### config.mk
export PLATFORM = sky130hd
export DESIGN_NAME = tds_ctrl
export DESIGN_NICKNAME = d
export VERILOG_FILES = /design/src/rtl/tds_pkg.sv /design/src/rtl/tds_ctrl.sv
export SDC_FILE = /design/constraint.sdc
export NUM_CORES = 1
export LEC_CHECK = 0
export BUFFER_PORTS_ARGS = -buffer_cell sky130_fd_sc_hd__buf_2
export CORE_AREA = 2 2 39 41
export DETAILED_ROUTE_END_ITERATION = 7
export DIE_AREA = 0 0 41 43
export GPL_ROUTABILITY_DRIVEN = 0
export HOLD_SLACK_MARGIN = 0.05
export PLACE_DENSITY_LB_ADDON = 0.3
export SYNTH_ARGS = -nofsm -noshare
export SYNTH_HDL_FRONTEND = slang
export SYNTH_SLANG_ARGS = --single-unit
### constraint.sdc
create_clock -name clk -period 1.75 [get_ports clk]
set_clock_uncertainty 0.2 [all_clocks]
set_input_delay 0.2625 -clock clk [delete_from_list [all_inputs] [get_ports clk]]
set_output_delay 0.2625 -clock clk [all_outputs]
set_load 0.01 [all_outputs]
### src/rtl/tds_pkg.sv
// Package for the triangle depth sorter: sizes, word types, controller
// states and the command/status bundles between controller and datapath.
// No dependencies.
`timescale 1ns / 1ps

package tds_pkg;

	localparam int MAX_TRIANGLES = 64;
	localparam int COORD_BITS    = 32;
	localparam int KEY_BITS      = COORD_BITS + 2;
	localparam int ADDR_W        = $clog2(MAX_TRIANGLES);
	localparam int CNT_W         = $clog2(MAX_TRIANGLES + 1);

	typedef logic signed [COORD_BITS-1:0] coord_t;
	typedef logic signed [KEY_BITS-1:0]   key_t;

	typedef struct packed {
		coord_t v0_x;
		coord_t v0_y;
		coord_t v0_z;
		coord_t v1_x;
		coord_t v1_y;
		coord_t v1_z;
		coord_t v2_x;
		coord_t v2_y;
		coord_t v2_z;
		logic   batch_end;
	} tri_in_t;

	typedef struct packed {
		coord_t out_v0_x;
		coord_t out_v0_y;
		coord_t out_v0_z;
		coord_t out_v1_x;
		coord_t out_v1_y;
		coord_t out_v1_z;
		coord_t out_v2_x;
		coord_t out_v2_y;
		coord_t out_v2_z;
		logic   final_of_run;
		logic   overflowed;
	} tri_out_t;

	// One stored triangle with its depth key
	typedef struct packed {
		key_t   key;
		coord_t v0_x;
		coord_t v0_y;
		coord_t v0_z;
		coord_t v1_x;
		coord_t v1_y;
		coord_t v1_z;
		coord_t v2_x;
		coord_t v2_y;
		coord_t v2_z;
	} entry_t;

	typedef enum logic [1:0] {
		S_IDLE,
		S_PROBE,
		S_DECIDE,
		S_EMIT
	} state_t;

	typedef struct packed {
		logic load;      // capture incoming word, pos := count
		logic set_ovf;   // store full: drop word, note overflow
		logic probe_rd;  // read entry pos-1
		logic shift;     // move read entry up to pos, pos--
		logic place;     // write new entry at pos, count++
		logic emit_rd;   // read entry idx for output, idx++
		logic emit_last; // this emit read is the final one
	} cmd_t;

	typedef struct packed {
		logic full;
		logic in_batch_end;
		logic batch_end;
		logic pos_zero;
		logic key_greater;
		logic idx_last;
	} status_t;

endpackage

### src/rtl/tds_ctrl.sv
// Controller for the triangle depth sorter: insertion and emission sequencing.
// Depends on tds_pkg.
`timescale 1ns / 1ps

module tds_ctrl (
	input  logic              clk,
	input  logic              arst_n,
	input  logic              start,
	input  tds_pkg::status_t  status,
	output tds_pkg::cmd_t     cmd,
	output logic              busy
);

	tds_pkg::state_t state_q;
	tds_pkg::state_t state_d;

	always_ff @(posedge clk or negedge arst_n) begin
		if (!arst_n) begin
			state_q <= tds_pkg::S_IDLE;
		end else begin
			state_q <= state_d;
		end
	end

	always_comb begin
		state_d = state_q;
		case (state_q)
			tds_pkg::S_IDLE: begin
				if (start) begin
					if (!status.full) begin
						state_d = tds_pkg::S_PROBE;
					end else if (status.in_batch_end) begin
						state_d = tds_pkg::S_EMIT;
					end
				end
			end
			tds_pkg::S_PROBE: begin
				if (status.pos_zero) begin
					state_d = status.batch_end ? tds_pkg::S_EMIT : tds_pkg::S_IDLE;
				end else begin
					state_d = tds_pkg::S_DECIDE;
				end
			end
			tds_pkg::S_DECIDE: begin
				if (status.key_greater) begin
					state_d = tds_pkg::S_PROBE;
				end else begin
					state_d = status.batch_end ? tds_pkg::S_EMIT : tds_pkg::S_IDLE;
				end
			end
			tds_pkg::S_EMIT: begin
				if (status.idx_last) begin
					state_d = tds_pkg::S_IDLE;
				end
			end
			default: state_d = tds_pkg::S_IDLE;
		endcase
	end

	always_comb begin
		cmd  = '0;
		busy = (state_q != tds_pkg::S_IDLE);
		case (state_q)
			tds_pkg::S_IDLE: begin
				cmd.load    = start;
				cmd.set_ovf = start && status.full;
			end
			tds_pkg::S_PROBE: begin
				cmd.place    = status.pos_zero;
				cmd.probe_rd = !status.pos_zero;
			end
			tds_pkg::S_DECIDE: begin
				cmd.shift = status.key_greater;
				cmd.place = !status.key_greater;
			end
			tds_pkg::S_EMIT: begin
				cmd.emit_rd   = 1'b1;
				cmd.emit_last = status.idx_last;
			end
			default: cmd = '0;
		endcase
	end

endmodule

# Word level (Yosys, flattened, before mapping)
# Index checks and enable logic that the tools add are counted.
# classes
n_eq_ne	6
muxes	13
n_reduce_logical	6
# op_table
op	count
$mux W2	9
$pmux W2 S4	1
$eq A2 B2 Y1 const B	2
$ne A2 B2 Y1 const B	2
$ne A3 B3 Y1 const B	1
$reduce_and A3 Y1	1
$eq A2 B1 Y1 const B	1
$logic_not A1 Y1	2
$logic_not A2 Y1	1
$mux W1	2
$pmux W1 S2	1
$reduce_bool A2 Y1	1
$logic_and A1 B1 Y1	1
# word_totals
regBits	2
in_bits	9
output_inout_bits	8
elab_cells	26

# Depth between registers and ports, before layout
# Gate-level depths: netlist of run 1.
# depth
depth_word	4
mapped_depth	6
ltp_nobuf	6

# Worst setup path before layout of run 1
# No wires, ideal clock.
# synth_timing
kind	reg-to-reg
startpoint	register state_q[0]
endpoint	register state_q[0]
setup_time_ns	0.125
t_arrival_ns	1.295
required_time_ns	1.425
slack_ns	0.130
stages_incl_launch_ff	7
n_path_buf	0
synth_period_minus_slack_ns	1.620
path_cell_list	dfrtp_1 > inv_1 > ha_1 > inv_1 > a21oi_2 > a21oi_2 > mux2_4
# synth_between
elab_chain_len	3
elab_cells_between_ends	9
classes_between	eq/ne: 6; mux: 1; reduce/logical: 2
# synth_rtl
element	line_no	source
start, declared	tds_ctrl.sv:14	tds_pkg::state_t state_q;
start signal, assigned	tds_ctrl.sv:19	state_q <= tds_pkg::S_IDLE;
start signal, assigned	tds_ctrl.sv:21	state_q <= state_d;
$eq A2 B2 Y1 / $logic_not A2 Y1 (equally long branches)	tds_ctrl.sv:27	case (state_q)
$ne A2 B2 Y1 (no line) / $ne A3 B3 Y1 (equally long branches)	--	
$reduce_and A3 Y1 (no line)	--	
# Several ways; a longest one is shown, not always the timed one.
# A chain may end at the register's enable or synchronous reset.

==> impl_metrics.csv, run 1 <==
group,metric,value,unit
timing,maxSlewViolCount,0,
clock_network,clkSlewWorstSetupHoldPaths,0.03,ns
yosys,synth.ff_latch_count,2,
die,area_of_the_placeable_core,1380,um^2
yosys,synth_seq_area_share,17.3,%
setup_path,r2r-end,"state_q[1]",
die,die_w,41,um
cells_and_area,area.growth.synth_to_final,60.6,%
global_routing,grt_overflow_total,0,
global_routing,grtUsageMet2,13.4,%
setup_path,crit_path_end_kind,"output pin",
detailed_routing,detail_route.wirelength,647,um
cells_and_area,final_cell_count_no_fill,72,
global_routing,grt_most_used_layer,"met2",
yosys,synth-warning-count,0,
timing,period_minus_slack,1.75,ns
power_and_ir_drop,power.switching_fraction,41.0,%
timing,final-hold-violation-count,0,
clock_network,clk_path_buf_depth,2,
placed_design,buffer_ports.inserted,16,
timing,setup_repair_after_global_routing_missed_its_margin,"yes",
die,core.rowCount,14,
outcome,outcome,"finished with violations",
die,initial_utilization,20.9,%
cells_and_area,antenna-diode-count,0,
power_and_ir_drop,power.ir.vdd_worst,0.289,mV
setup_path,ff2ff_setup_slack,0.13,ns
setup_path,critical_path.reg2reg.startpoint,"state_q[0]",
timing,setup_viol,1,
cells_and_area,fin_nets,73,
timing,timing.max_slew.rel_slack,86.5,%
min_path,hold_class,"input port to asynchronous set/reset pin",
power_and_ir_drop,power_density,1580,nW/um^2
detailed_routing,first_pass_iters,4,
placed_design,place_inst,66,
global_routing,grt_pass1_wl,917,um
yosys,synthesis.area,289,um^2
timing,final.hold.worst_slack,0.154,ns
power_and_ir_drop,comb_power_share,71.6,%
timing,final.setup.tns,-0.00211,ns
setup_path,critical_path_start,"state_q[1]",
yosys,avgSynthCellArea,8.76,um^2
detailed_routing,detailroute.via_count,288,
outcome,violations,"setup timing",
detailed_routing,drcViolationCount,0,
power_and_ir_drop,int_power,434,uW
cells_and_area,multiInputGateArea,243,um^2
setup_path,critPathKind,"flop to output pin",
timing,finalCritPeriodShare,100,%
yosys,synthDistinctLibCells,15,
global_routing,grt_max_degree,5,
cells_and_area,count_of_fill_cells_added_during_filler_insertion,149,
timing,tightestPinTransition,0.202,ns
cells_and_area,post_route_cells_drive_above_1_share,58.9,%
run,max-cap-violations,0,
global_routing,use_met3,0,%
cells_and_area,largest_reg_flops,2,
power_and_ir_drop,static_leakage,0.254,nW
global_routing,first_global_vias,266,
die,die_area,1760,um^2
cells_and_area,registers.top_by_ff_count,"state_q",
power_and_ir_drop,sequential_power_share,14.0,%
setup_path,worst_endpoint_data_arrival_time,1.29,ns
setup_path,timing.critical_path.from_type,"flop",
clock_network,htree_levels,1,
die,ioPinCount,17,
clock_network,clk_latency,0.23,ns
yosys,post_synth_inst_count,33,
setup_path,end_point_of_the_critical_path,"cmd[2]",
detailed_routing,detail_route.wl_per_cell,8.99,um
power_and_ir_drop,pwr-share-clk,14.3,%
power_and_ir_drop,switching_power,301,uW
detailed_routing,via_per_inst,4.00,
clock_network,cts_tree,"yes",
timing,max_freq,0.571,GHz
cells_and_area,total_area_of_sequential_cells,51.3,um^2
setup_path,critPathMaxFanout,3,
setup_path,cell_depth_of_the_worst_flop_to_flop_path,6,
placed_design,dp_hpwl,505,um
clock_network,tritoncts.num_buffers,3,
global_routing,grtUsageTotal,7.69,%
yosys,post_synthesis_net_count,48,
cells_and_area,top_regs,"state_q x2",
clock_network,buffer_type_at_the_clock_tree_root,"clkbuf_4",
clock_network,cts_sinks,2,
detailed_routing,initialDrtViolationCount,3,
detailed_routing,detail-route-antenna-nets,0,
die,die_span_y,43,um
timing,fin_ws,-0.00211,ns
global_routing,global_route.usage.met1,6.96,%
setup_path,critical_path_required,1.29,ns
global_routing,antenna_found_initial,0,
-- worst max-delay path, cell delays in order, from the launching register on --
cell and delay (ns):
dfrtp_2 0.43, ha_4 0.17, and2b_1 0.17, a21oi_2 0.11, nor2b_1 0.05, buf_2 0.13
-- synth_stat cells --
master	n	share of area (%)
and2b_1	1	2.6
ha_1	6	26
nor2_1	2	2.6
o21ai_1	2	3.5
nand2b_1	1	2.2
mux2_4	2	10
o21bai_1	1	2.6
and2_1	3	6.5
nor2b_1	3	6.5
a21oi_2	2	6.1
and2b_2	1	3.0
dfrtp_1	2	17
a21oi_1	2	3.5
and3_1	1	2.2
inv_1	4	5.2
-- per-stage QoR --
stage | area [um^2] | setup WS, ns | util (%) | power, mW
floorplan | 289 | 0.130 | - | 0.423
global placement | 397 | 0.104 | 28.7 | 0.562
detailed placement | 397 | 0.0931 | 28.7 | 0.564
CTS | 455 | -0.0363 | 32.9 | 0.731
global route | 464 | -0.0653 | 33.5 | 0.802
finish | 464 | -0.00211 | 33.5 | 0.735
-- per-layer routing --
metal	share of wire, %	up-vias
li1	-	152
met3	3.9	0
met5	0	-
met1	40	130
met2	56	6
met4	0	0
-- power by group through the flow --
stage / registers (mW) / clock network [mW] / logic, mW
after floorplan: 0.0956 / 0 / 0.328
after global placement: 0.0957 / 0 / 0.466
after detailed placement: 0.0924 / 0 / 0.472
after CTS: 0.100 / 0.113 / 0.517
after global routing: 0.105 / 0.116 / 0.580
final: 0.103 / 0.105 / 0.527
-- final cells by class --
| class | instances | area share, % |
|---|---|---|
| sequential | 2 | 11.1 |
| timing repair buffer | 20 | 24.3 |
| inverter | 4 | 3.23 |
| multi-input combinational | 27 | 52.3 |
| clock buffer | 3 | 4.85 |
| tap | 16 | 4.31 |
-- cell usage in the layout (no fill, tap or decap) --
master and n:
dfrtp_1 1, and2_1 3, dfrtp_2 1, a21oi_2 3, and2b_1 1, and2b_2 1
ha_2 1, nor2b_1 3, o21bai_1 1, clkbuf_4 3, and3_1 1, nor2_1 2
a21oi_1 1, ha_4 1, o21ai_1 2, inv_1 2, ha_1 4, buf_4 3
buf_2 16, mux2_4 2, nand2b_1 1, inv_2 2, dlygate4sd3_1 1
-- how the worst min path moves through the flow --
stage | depth (start not counted) | from | endpoint
floorplan | 0 | arst_n | state_q[0]
CTS | 2 | arst_n | state_q[1]
detailed placement | 1 | arst_n | state_q[0]
finish | 2 | arst_n | state_q[1]
global placement | 1 | arst_n | state_q[1]
global route | 2 | arst_n | state_q[1]
-- cell families (layout without fill, tap and decap cells) --
| family | after synthesis | after routing | share of synthesized area, % |
|---|---|---|---|
| muxes | 2 | 2 | 10.4 |
| DFF | 2 | 2 | 17.3 |
| buffers and inverters | 4 | 27 | 5.19 |
| adders and majority gates | 6 | 6 | 26.0 |
| AOI/OAI and AO/OA | 7 | 7 | 15.6 |
| and+or+nand+nor | 12 | 12 | 25.5 |
-- what timing repair did --
item                                    4_1_cts  5_1_grt
buffers inserted                              1        1
endpoints found under the hold margin         2        0
gates resized for setup                       6        1
hold buffers                                  1        0
endpoints found under the setup margin        2        3
cloned                                        0        0
Note: power is estimated with default switching activity, not from simulation.
==> run 2, diff against run 1 <==
Clock period 1.75 ns to 1.8 ns, I/O delays scaled along.
==> run 2 against run 1 <==
Against the previous run: the run now ends clean; global-route usage is 0.10 points higher; combinational power is 5.5% lower; critical path depth stayed put; setup slack better by 0.046 ns; clock power is 4% lower.
==> impl_metrics.csv, run 2 (synthesis gave the netlist of run 1 again) <==
group,metric,value,unit
clock_network,cts_sinks,2,
clock_network,buffer_type_at_the_clock_tree_root,"clkbuf_4",
die,ioPinCount,17,
power_and_ir_drop,static_leakage,0.257,nW
setup_path,critical_path.reg2reg.startpoint,"state_q[1]",
setup_path,worst_endpoint_data_arrival_time,1.29,ns
timing,maxSlewViolCount,0,
die,die_w,41,um
cells_and_area,layout.cell_area.non_filler,464,um^2
detailed_routing,initialDrtViolationCount,2,
clock_network,clk_latency,0.22,ns
placed_design,dpl_cell_area,397,um^2
global_routing,grtUsageTotal,7.79,%
global_routing,grt_pass1_wl,876,um
die,die_span_y,43,um
global_routing,first_global_vias,250,
global_routing,antenna_found_initial,0,
min_path,hold_class,"input port to asynchronous set/reset pin",
detailed_routing,detail-route-antenna-nets,0,
timing,finalCritPeriodShare,97.5,%
timing,period_minus_slack,1.76,ns
timing,tightestPinTransition,0.182,ns
clock_network,tritoncts.num_buffers,3,
clock_network,clk_path_buf_depth,2,
setup_path,timing.critical_path.from_type,"flop",
cells_and_area,largest_reg_flops,2,
global_routing,grt_overflow_total,0,
setup_path,max_stage_delay,0.43,ns
cells_and_area,fin_nets,73,
setup_path,crit_path_end_kind,"output pin",
timing,setup_repair_after_global_routing_missed_its_margin,"yes",
setup_path,critPathMaxFanout,3,
cells_and_area,count_of_fill_cells_added_during_filler_insertion,150,
power_and_ir_drop,power_density,1510,nW/um^2
outcome,outcome,"finished clean",
die,area_of_the_placeable_core,1380,um^2
detailed_routing,via_per_inst,3.90,
placed_design,buffer_ports.inserted,16,
clock_network,clkSlewWorstSetupHoldPaths,0.03,ns
setup_path,critPathKind,"flop to output pin",
setup_path,crit_path_cell_trace,"ha_4 -> and2b_1 -> a21oi_2 -> nor2b_1 -> buf_2",
cells_and_area,layout_commonest_cell,"buf_2",
cells_and_area,post_route_cells_drive_above_1_share,58.9,%
detailed_routing,first_pass_iters,4,
clock_network,htree_levels,1,
setup_path,critical_path_start,"state_q[1]",
clock_network,cts_tree,"yes",
setup_path,crit_slowest_cell,"dfrtp_2",
detailed_routing,detail_route.wirelength,637,um
setup_path,critical_path_required,1.33,ns
power_and_ir_drop,power.ir.vdd_worst,0.310,mV
cells_and_area,top_regs,"state_q x2",
cells_and_area,registers.top_by_ff_count,"state_q",
die,core.rowCount,14,
detailed_routing,drcViolationCount,0,
placed_design,place_inst,66,
placed_design,dp_hpwl,543,um
run,max-cap-violations,0,
cells_and_area,final_cell_count_no_fill,72,
detailed_routing,detail_route.wl_per_cell,8.85,um
die,initial_utilization,20.9,%
cells_and_area,antenna-diode-count,0,
timing,setup_viol,0,
timing,timing.max_slew.rel_slack,87.8,%
global_routing,grt_max_degree,5,
timing,final-hold-violation-count,0,
die,die_area,1760,um^2
timing,max_freq,0.570,GHz
timing,final.setup.tns,0,ns
cells_and_area,layout.cells.most_common_list,"16 x buf_2, 5 x ha_1",
cells_and_area,area.growth.synth_to_final,60.6,%
detailed_routing,detailroute.via_count,281,
[run 2: cell count changes in the layout (fill, tap and decap cells not counted)]
cell     delta
ha_1        +1
nor2b_1     -1
ha_2        -1
nor2b_2     +1
[run 2: metal layers]
layer	up-vias	part of all wire, %	track usage, %
met2	6	57	13.4
li1	152	-	-
met1	123	38	6.33
met4	0	0	10.0
met3	0	4.2	0
met5	-	0	0
[run 2: final timing paths]
| path | end | cells past startpoint | slack (ns) |
|---|---|---|---|
| worst max-delay path | cmd[2] | 5 | 0.04 |
| worst min-delay path | state_q[0] | 2 | 0.16 |
| worst max register to register | state_q[1] | 6 | 0.14 |
| worst min register to register | state_q[0] | 2 | 0.45 |
| max in group asynchronous | state_q[1] | 2 | 1.13 |
| min in group clk | state_q[0] | 4 | 0.28 |
[run 2: area by class of cell]
type	count	area [um^2]	share of cell area, %
clock buffers	3	22.5	4.85
inverters	4	15.0	3.23
multi-input cells	27	243	52.3
flip-flops and latches	2	51.3	11.1
well taps	16	20.0	4.31
repair buffers	20	113	24.3
[run 2: critical path, delay by kind of cell, from the launching register on]
family | cells | cell delay (ns)
and+or+nand+nor | 2 | 0.22
AOI/OAI and AO/OA | 1 | 0.11
DFF | 1 | 0.43
adders and majority gates | 1 | 0.17
buffers and inverters | 1 | 0.13
[run 2: repair_timing]
item                                    CTS  global route
endpoints found under the hold margin     2             0
hold buffers                              1             0
pin swaps                                 0             1
endpoints found under the setup margin    1             3
gates resized for setup                   4             3
buffers inserted                          2             0
[run 2: per-stage QoR]
step	power (mW)	util (%)	hold slack, ns	worst slack [ns]
5_1_grt	0.773	33.5	0.171	-0.0223
6_report	0.699	33.5	0.165	0.0443
3_5_place_dp	0.552	28.7	-0.138	0.151
2_1_floorplan	0.412	-	-0.226	0.180
3_3_place_gp	0.545	28.7	-0.144	0.160
4_1_cts	0.711	33.3	0.151	0.00737
[run 2: power by group]
part / switching, mW / internal [mW] / total, mW
logic: 0.230 / 0.269 / 0.498
clock network: 0.0272 / 0.0737 / 0.101
registers: 0.0269 / 0.0729 / 0.0998
==> run 3, diff against run 2 <==
Settings changed: HOLD_SLACK_MARGIN 0.05 to 0.03.
Clock period 1.8 ns to 1.5 ns, I/O delays scaled along.
==> run 3 against run 2 <==
Against the previous run: the run now ends with setup timing left; count of clock-buffer cells in the layout unchanged; sequential power is 38% higher; first-iteration DRC count stayed put; critical endpoint unchanged; via count grew 15%; setup slack got worse by 0.27 ns; clock power rose by 18%.
==> impl_metrics.csv, run 3 (synthesis gave the netlist of run 1 again) <==
group,metric,value,unit
cells_and_area,largest_reg_flops,2,
setup_path,timing.critical_path.from_type,"flop",
detailed_routing,drcViolationCount,0,
clock_network,htree_levels,1,
cells_and_area,top_regs,"state_q x2",
die,core.rowCount,14,
setup_path,cell_depth_of_the_worst_flop_to_flop_path,6,
setup_path,max_stage_delay,0.44,ns
die,die_area,1760,um^2
timing,final.setup.tns,-1.36,ns
cells_and_area,post_route_cells_drive_above_1_share,82.0,%
timing,max_freq,0.579,GHz
power_and_ir_drop,static_leakage,0.295,nW
timing,final-hold-violation-count,0,
timing,final.hold.worst_slack,0.114,ns
cells_and_area,layout.cells.most_common_list,"11 x buf_2, 8 x buf_6, 5 x buf_4",
clock_network,clkSlewWorstSetupHoldPaths,0.03,ns
timing,setup_viol,10,
global_routing,grt_max_degree,5,
cells_and_area,count_of_fill_cells_added_during_filler_insertion,138,
global_routing,first_global_vias,299,
cells_and_area,area.growth.synth_to_final,119,%
setup_path,ff2ff_setup_slack,-0.17,ns
die,die_span_y,43,um
timing,period_minus_slack,1.73,ns
cells_and_area,layout_commonest_cell,"buf_2",
detailed_routing,via_per_inst,4.18,
clock_network,clk_latency,0.22,ns
run,max-cap-violations,0,
detailed_routing,detail_route.wl_per_cell,9.68,um
timing,finalCritPeriodShare,115,%
die,area_of_the_placeable_core,1380,um^2
global_routing,grtUsageTotal,8.19,%
timing,setup_repair_after_global_routing_missed_its_margin,"yes",
detailed_routing,detail-route-antenna-nets,0,
die,die_w,41,um
detailed_routing,first_pass_iters,2,
placed_design,place_ws,-0.150,ns
clock_network,cts_tree,"yes",
timing,maxSlewViolCount,0,
die,ioPinCount,17,
global_routing,grt_overflow_total,0,
placed_design,buffer_ports.inserted,16,
die,initial_utilization,20.9,%
setup_path,critical_path_required,1.07,ns
power_and_ir_drop,totalPowerFinal,1.22,mW
setup_path,critical_path.reg2reg.startpoint,"state_q[1]",
clock_network,buffer_type_at_the_clock_tree_root,"clkbuf_4",
detailed_routing,detail_route.wirelength,745,um
cells_and_area,layout.core_utilization,45.7,%
cells_and_area,antenna-diode-count,0,
power_and_ir_drop,power_density,1940,nW/um^2
clock_network,tritoncts.num_buffers,3,
clock_network,cts_sinks,2,
outcome,outcome,"finished with violations",
cells_and_area,registers.top_by_ff_count,"state_q",
setup_path,crit_slowest_cell,"dfrtp_2",
global_routing,grt_pass1_wl,1000,um
setup_path,critPathMaxFanout,3,
setup_path,r2r-end,"state_q[1]",
setup_path,worst_endpoint_data_arrival_time,1.30,ns
timing,tightestPinTransition,0.134,ns
cells_and_area,fin_nets,78,
setup_path,crit_path_end_kind,"output pin",
detailed_routing,initialDrtViolationCount,2,
setup_path,critPathKind,"flop to output pin",
setup_path,crit_path_cell_trace,"ha_4 -> and2b_1 -> a21oi_2 -> nor2b_1 -> buf_2",
clock_network,clk_path_buf_depth,2,
detailed_routing,detailroute.via_count,322,
outcome,violations,"setup timing",
min_path,hold_class,"input port to asynchronous set/reset pin",
power_and_ir_drop,power.ir.vdd_worst,0.625,mV
timing,timing.max_slew.rel_slack,91.0,%
timing,fin_ws,-0.226,ns
global_routing,antenna_found_initial,0,
[run 3: cell types whose count changed in the layout (fill, tap and decap cells not counted), sizes merged]
cell,previous run,this run
buf,19,24
[run 3: cell type report]
cell class              count  area, um^2  area share, %
inverters                   4        22.5           3.56
well taps                  16        20.0           3.17
repair buffers             25         193           30.5
multi-input cells          27         322           50.9
flip-flops and latches      2        52.6           8.32
clock buffers               3        22.5           3.56
[run 3: how the worst max path moves through the flow]
| stage | start | endpoint | cells after the start |
|---|---|---|---|
| 2_1_floorplan | state_q[0] | state_q[1] | 6 |
| 4_1_cts | state_q[1] | cmd[2] | 5 |
| 5_1_grt | state_q[1] | cmd[2] | 5 |
| 6_report | state_q[1] | cmd[2] | 5 |
| 3_5_place_dp | state_q[0] | cmd[2] | 6 |
| 3_3_place_gp | state_q[0] | cmd[2] | 6 |
[run 3: metrics by stage]
step | instances | instance area, um^2
after global routing | 77 | 632
after CTS | 74 | 546
after global placement | 66 | 437
after floorplan | 33 | 329
final | 77 | 632
after detailed placement | 66 | 437
[run 3: repair_timing]
item	4_1_cts	5_1_grt
pin swaps	5	2
gates cloned	0	0
hold endpoints to repair	2	0
hold buffers	1	0
endpoints found under the setup margin	9	10
resized for setup	12	13
buffers inserted	4	3
[run 3: where the power goes]
| part | internal (mW) | switching, mW |
|---|---|---|
| Clock | 0.0884 | 0.0308 |
| Sequential | 0.0901 | 0.0475 |
| Combinational | 0.575 | 0.393 |
| Total | 0.753 | 0.471 |
[run 3: worst max-delay path, delay by kind of cell (launching register included)]
kind / cells / cell delay [ns]
DFF: 1 / 0.44
and+or+nand+nor: 2 / 0.22
adders and majority gates: 1 / 0.17
buffers and inverters: 1 / 0.13
AOI/OAI and AO/OA: 1 / 0.11
[run 3: per-layer routing]
layer  vias to the layer above  track usage, %  share of wire [%]
met5                         -               0                  0
met4                         0            6.00                  0
met3                         0               0                3.1
met2                         7            15.6                 60
met1                       151            7.28                 37
li1                        164               -                  -
